**src/clb_pkg.sv**
```systemverilog
// ----------------------------------------------------------------------------
// clb_pkg
// Shared types, sizes and codes for the linked cell list binning block.
// ----------------------------------------------------------------------------
package clb_pkg;

	localparam int MAX_ATOMS          = 1024;
	localparam int MAX_CELLS_PER_SIDE = 16;
	localparam int CELL_DEPTH         = MAX_CELLS_PER_SIDE * MAX_CELLS_PER_SIDE
	                                    * MAX_CELLS_PER_SIDE;
	localparam int CELL_AW            = $clog2(CELL_DEPTH);
	localparam int ATOM_AW            = $clog2(MAX_ATOMS);
	localparam int CNT_W              = ATOM_AW + 1;
	localparam int LINK_W             = ATOM_AW + 1;
	localparam int SIDE_W             = 5;
	localparam int POS_W              = 32;
	localparam int HALF_W             = 31;
	localparam int INV_W              = 32;
	localparam int FRAC_SHIFT         = 40;
	localparam int QUOT_W             = POS_W + INV_W - FRAC_SHIFT;
	localparam int IDX_W              = $clog2(MAX_CELLS_PER_SIDE);
	localparam int CUBE_W             = 3 * SIDE_W;

	localparam logic [LINK_W-1:0] EMPTY_LINK = '1;

	localparam logic [1:0] CFG_CELLS_PER_SIDE  = 2'd0;
	localparam logic [1:0] CFG_HALF_BOX        = 2'd1;
	localparam logic [1:0] CFG_INV_CELL_LENGTH = 2'd2;

	localparam logic [SIDE_W-1:0] SIDE_RESET = 5'd1;
	localparam logic [HALF_W-1:0] HALF_RESET = '0;
	localparam logic [INV_W-1:0]  INV_RESET  = 32'd16777216;

	typedef enum logic [1:0] {
		CMD_CLEAR     = 2'd0,
		CMD_INSERT    = 2'd1,
		CMD_READ_HEAD = 2'd2,
		CMD_READ_LINK = 2'd3
	} cmd_code_t;

	typedef enum logic [1:0] {
		ST_OK    = 2'd0,
		ST_RANGE = 2'd1,
		ST_FULL  = 2'd2
	} st_code_t;

	typedef enum logic [3:0] {
		S_SWEEP,
		S_IDLE,
		S_AX_ADD,
		S_AX_MUL,
		S_AX_CHK,
		S_MEM_RD,
		S_MEM_WAIT,
		S_RESP
	} state_t;

	typedef struct packed {
		logic accept;
		logic sweep;
		logic ax_add;
		logic ax_mul;
		logic ax_chk;
		logic mem_rd;
		logic mem_done;
		logic load_out;
	} clb_ctl_t;

	typedef struct packed {
		cmd_code_t cmd;
		logic      side_ok;
		logic      head_query_ok;
		logic      link_query_ok;
		logic      sweep_last;
		logic      ax_ok;
		logic      ax_last;
		logic      store_full;
	} clb_sts_t;

endpackage

```
**src/clb_ctrl.sv**
```systemverilog
// ----------------------------------------------------------------------------
// clb_ctrl
// Sequencer for the cell list block: handshakes, axis loop, memory access
// and the clearing sweep of the head table.
// ----------------------------------------------------------------------------
module clb_ctrl
	import clb_pkg::*;
(
	input  logic     clk,
	input  logic     arst_n,
	input  logic     in_valid,
	output logic     in_ready,
	output logic     out_valid,
	input  logic     out_ready,
	input  clb_sts_t sts,
	output clb_ctl_t ctl
);

	state_t state_q, state_d;
	logic   emit_q;
	logic   out_valid_q;
	logic   slot_free;

	assign slot_free = !out_valid_q || out_ready;

	always_comb begin
		state_d = state_q;
		unique case (state_q)
			S_SWEEP: begin
				if (sts.sweep_last) begin
					state_d = emit_q ? S_RESP : S_IDLE;
				end
			end
			S_IDLE: begin
				if (in_valid) begin
					unique case (sts.cmd)
						CMD_CLEAR:     state_d = S_SWEEP;
						CMD_INSERT:    state_d = sts.side_ok ? S_AX_ADD : S_RESP;
						CMD_READ_HEAD: state_d = sts.head_query_ok ? S_MEM_RD : S_RESP;
						CMD_READ_LINK: state_d = sts.link_query_ok ? S_MEM_RD : S_RESP;
						default:       state_d = S_IDLE;
					endcase
				end
			end
			S_AX_ADD: state_d = S_AX_MUL;
			S_AX_MUL: state_d = S_AX_CHK;
			S_AX_CHK: begin
				if (!sts.ax_ok) begin
					state_d = S_RESP;
				end else if (sts.ax_last) begin
					state_d = sts.store_full ? S_RESP : S_MEM_RD;
				end else begin
					state_d = S_AX_ADD;
				end
			end
			S_MEM_RD:   state_d = S_MEM_WAIT;
			S_MEM_WAIT: state_d = S_RESP;
			S_RESP: begin
				if (slot_free) begin
					state_d = S_IDLE;
				end
			end
			default: state_d = S_IDLE;
		endcase
	end

	always_comb begin
		ctl          = '0;
		ctl.accept   = (state_q == S_IDLE) && in_valid;
		ctl.sweep    = (state_q == S_SWEEP);
		ctl.ax_add   = (state_q == S_AX_ADD);
		ctl.ax_mul   = (state_q == S_AX_MUL);
		ctl.ax_chk   = (state_q == S_AX_CHK);
		ctl.mem_rd   = (state_q == S_MEM_RD);
		ctl.mem_done = (state_q == S_MEM_WAIT);
		ctl.load_out = (state_q == S_RESP) && slot_free;
	end

	always_ff @(posedge clk or negedge arst_n) begin
		if (!arst_n) begin
			state_q     <= S_SWEEP;
			emit_q      <= 1'b0;
			out_valid_q <= 1'b0;
		end else begin
			state_q <= state_d;
			if (ctl.accept) begin
				emit_q <= 1'b1;
			end
			if (ctl.load_out) begin
				out_valid_q <= 1'b1;
			end else if (out_ready) begin
				out_valid_q <= 1'b0;
			end
		end
	end

	assign in_ready  = (state_q == S_IDLE);
	assign out_valid = out_valid_q;

endmodule

```
**config.mk**
```make
export PLATFORM = sky130hd
export DESIGN_NAME = clb_ctrl
export DESIGN_NICKNAME = d
export VERILOG_FILES = /design/src/clb_pkg.sv /design/src/clb_ctrl.sv
export SDC_FILE = /design/constraint.sdc
export NUM_CORES = 1
export LEC_CHECK = 0
export BUFFER_PORTS_ARGS = -buffer_cell sky130_fd_sc_hd__buf_2
export CAP_MARGIN = 10
export CORE_AREA = 2 2 39 41
export DETAILED_ROUTE_END_ITERATION = 10
export DIE_AREA = 0 0 41 43
export PLACE_DENSITY_LB_ADDON = 0.08
export SLEW_MARGIN = 30
export SYNTH_ARGS = -nofsm -noshare
export SYNTH_HDL_FRONTEND = slang
export SYNTH_SLANG_ARGS = --single-unit
export TNS_END_PERCENT = 50
```
**constraint.sdc**
```tcl
create_clock -name clk -period 1.9 [get_ports clk]
set_input_delay 0.38 -clock clk [delete_from_list [all_inputs] [get_ports clk]]
set_output_delay 0.38 -clock clk [all_outputs]
set_load 0.02 [all_outputs]
```
==> summary.txt <==
Routing
  – WL/cell: 10.6 microns
  – Post-Route WL: 1010 microns
  – Drt pass-1 iters: 5
  – DRT iter0 DRCs: 3
  – Remaining DRCs: 0
  – Vias post-DR: 461
  – Post-route ant nets: 0
  – Vias per cell: 4.85

Setup path
  – Crit path launch type: flop
  – Worst R2R Setup Slack: 0.39 ns
  – FF-to-FF End: state_q[1]
  – R2R depth: 4
  – FF-to-FF Start: state_q[0]
  – Biggest fanout along the worst timing path: 13
  – Crit path required time: 1.52 ns
  – CP endpoint kind: primary output
  – CP startpoint: state_q[1]
  – Arrival time worst endpoint: 1.31 ns
  – Critical path class: reg -> out
  – CP endpoint: ctl[2]

Clocking
  – Clk root buf: clkbuf_4
  – Skew-Pair Late Insertion Delay: 0.24 ns
  – Post-CTS Setup Inserts: 0
  – H-tree Lvls: 1
  – CTS Buf Count: 3
  – Clk sinks: 5
  – Max Root-Sink Buffers: 2
  – Clock transition time at the flip-flop clock pins of the worst setup and hold paths: 0.05 ns
  – TritonCTS clock tree: done

Floorplanning
  – Die width: 41 microns
  – Die H: 43 microns
  – Initial Utilization: 29.3%
  – Row count: 14
  – Core box area: 0.00138 sq mm
  – Top Ports: 23
  – Total die area: 0.00176 sq mm

GRT
  – First-pass GRT wire length: 1650 microns
  – Gr usage total: 13.7%
  – Largest net degree at the start of global routing: 14
  – Antenna violations before repair: 0
  – Vias in the first global route: 421
  – Total gr overflow: 0

Timing
  – # setup viols final: 0
  – Max Slew Vio Count: 0
  – Clk_skew: 0.00176 ns
  – Setup tns final: 0 ns
  – Hold Worst Slack: 0.463 ns
  – Highest clock rate: 593 MHz
  – RSZ-0062 raised after global routing: false
  – Fraction of the cycle the final worst path needs: 88.7%
  – Max_slew headroom: 72.4%
  – Final hold violation count: 0
  – Final min period: 1.69 ns
  – Worst-Margin Slew: 0.409 ns

Job
  – Reported max-cap violation count: 0

Power
  – NetSw: 459 uW
  – Combinational Power Share: 69.3%
  – Switching share of power: 46.4%
  – Pwr dens: 1720 mW/mm^2
  – Reg power frac: 18.2%
  – Pint: 530 uW
  – Clk pwr share: 12.4%
  – Total power: 990 uW
  – Leakage Power: 0.309 nW
  – Worst vdd ir: 660 uV

Logic synthesis
  – Post-synth EDFFs: 0
  – Syn Area/Cell: 7.80 sq um
  – Top FF cell, synth: dfrtp_1
  – Area leader, netlist: dfrtp_1
  – Synth top area share: 30.9%
  – Synth top cells by count: dfrtp_1 (5), inv_1 (4), nand2_1 (4), nor2_1 (4)
  – Netlist cell types: 25
  – Most frequent cell after synthesis: dfrtp_1
  – Syn_nets: 65
  – Mapped Area: 405 sq um
  – Yosys reg bits: 5
  – Mapped Cells: 52
  – Synth top area cells: dfrtp_1 (31%), nand2b_1 (4.6%), nor2b_1 (4.6%)
  – Post-synthesis sequential area ratio: 30.9%
  – Asr flop ratio synth: 100%
  – Synth Warn #: 0

Cells and area
  – Non-Filler Instances: 95
  – Area Growth Syn to Fin: 42.3%
  – Antenna cell count: 0
  – Final #Nets: 93
  – Share of layout cells above drive strength 1: 40.5%
  – Layout Utilization: 41.7%

Outcome
  – Outcome: finished, final reports clean

Placed design
  – Routability Congestion: 0.758
  – Half-perimeter wire length after placement: 796 microns
  – Placed insts: 90
  – IO Port Bufs: 22

Min path
  – Hold crit path type: in -> reg
-- cell usage in the layout, fill, tap and decap left out --
| master | count |
|---|---|
| buf_2 | 22 |
| or2_2 | 1 |
| nor3_1 | 2 |
| nor3b_1 | 1 |
| or2b_1 | 1 |
| o31a_1 | 1 |
| a21oi_1 | 3 |
| nand2_1 | 4 |
| or3b_4 | 1 |
| dfrtp_1 | 5 |
| o22ai_1 | 3 |
| clkbuf_1 | 1 |
| nor2_1 | 4 |
| inv_1 | 4 |
| and2_1 | 1 |
| a32o_1 | 1 |
| or3b_1 | 1 |
| clkbuf_4 | 3 |
| and3_1 | 2 |
| nand3_1 | 2 |
| or3_1 | 1 |
| o21ai_0 | 3 |
| nand2b_1 | 3 |
| o221a_2 | 1 |
| buf_4 | 3 |
| a2bb2oi_2 | 1 |
| nor2b_1 | 3 |
| dlygate4sd3_1 | 1 |
-- flip-flops by register name (all words and copies together), names as in the netlist --
| signal | count |
|---|---|
| emit_q | 1 |
| out_valid | 1 |
| state_q | 3 |
-- power by group through the flow --
stage | registers (mW) | clock network [mW] | logic, mW
after global placement | 0.181 | 0 | 0.690
after CTS | 0.181 | 0.130 | 0.689
final | 0.180 | 0.123 | 0.686
after global routing | 0.186 | 0.133 | 0.768
after detailed placement | 0.181 | 0 | 0.685
after floorplan | 0.198 | 0 | 0.485
-- layout make-up --
| type | instances | area, sq um |
|---|---|---|
| clock buffers | 4 | 26.3 |
| well taps | 16 | 20.0 |
| flip-flops and latches | 5 | 125 |
| repair buffers | 26 | 143 |
| multi-input cells | 40 | 248 |
| fillers | 153 | 807 |
| inverters | 4 | 15.0 |
-- cell families (layout without fill, tap and decap cells) --
kind of cell    after synthesis  in the layout  synth area share (%)
flops                         5              5                  30.9
compound gates               13             13                  23.1
simple gates                 27             27                  38.0
buf+inv                       7             34                  8.02
-- per-stage QoR --
| step | worst slack (ns) | cell area (sq um) |
|---|---|---|
| finish | 0.215 | 577 |
| global placement | 0.421 | 541 |
| global route | 0.136 | 577 |
| detailed placement | 0.390 | 541 |
| CTS | 0.200 | 577 |
| floorplan | 0.293 | 405 |
-- routing by layer --
metal | vias up | global-route usage, % | part of all wire, %
met1 | 211 | 19.7 | 48
met3 | 0 | 1.57 | 3.9
met2 | 14 | 18.8 | 48
met5 | - | 0 | 0
li1 | 236 | - | -
met4 | 0 | 8.67 | 0
-- how the worst min path moves through the flow --
stage / endpoint / from / slack, ns / cells after the start
finish: out_valid / out_ready / 0.46 / 3
global route: emit_q / arst_n / 0.48 / 2
CTS: out_valid / out_ready / 0.46 / 3
detailed placement: emit_q / arst_n / 0.20 / 1
global placement: emit_q / arst_n / 0.20 / 1
floorplan: emit_q / arst_n / 0.08 / 0
-- worst max-delay path: stages, from the launching register on --
cell and delay [ns]:
dfrtp_1 0.37, buf_4 0.17, or2b_1 0.26, nor2_1 0.09, buf_2 0.16
-- repair_timing --
action                                 CTS  global route
resized for setup                        0             0
endpoints found under the hold margin    5             0
hold buffers                             1             0
Note: power is estimated with default switching activity, not from simulation.
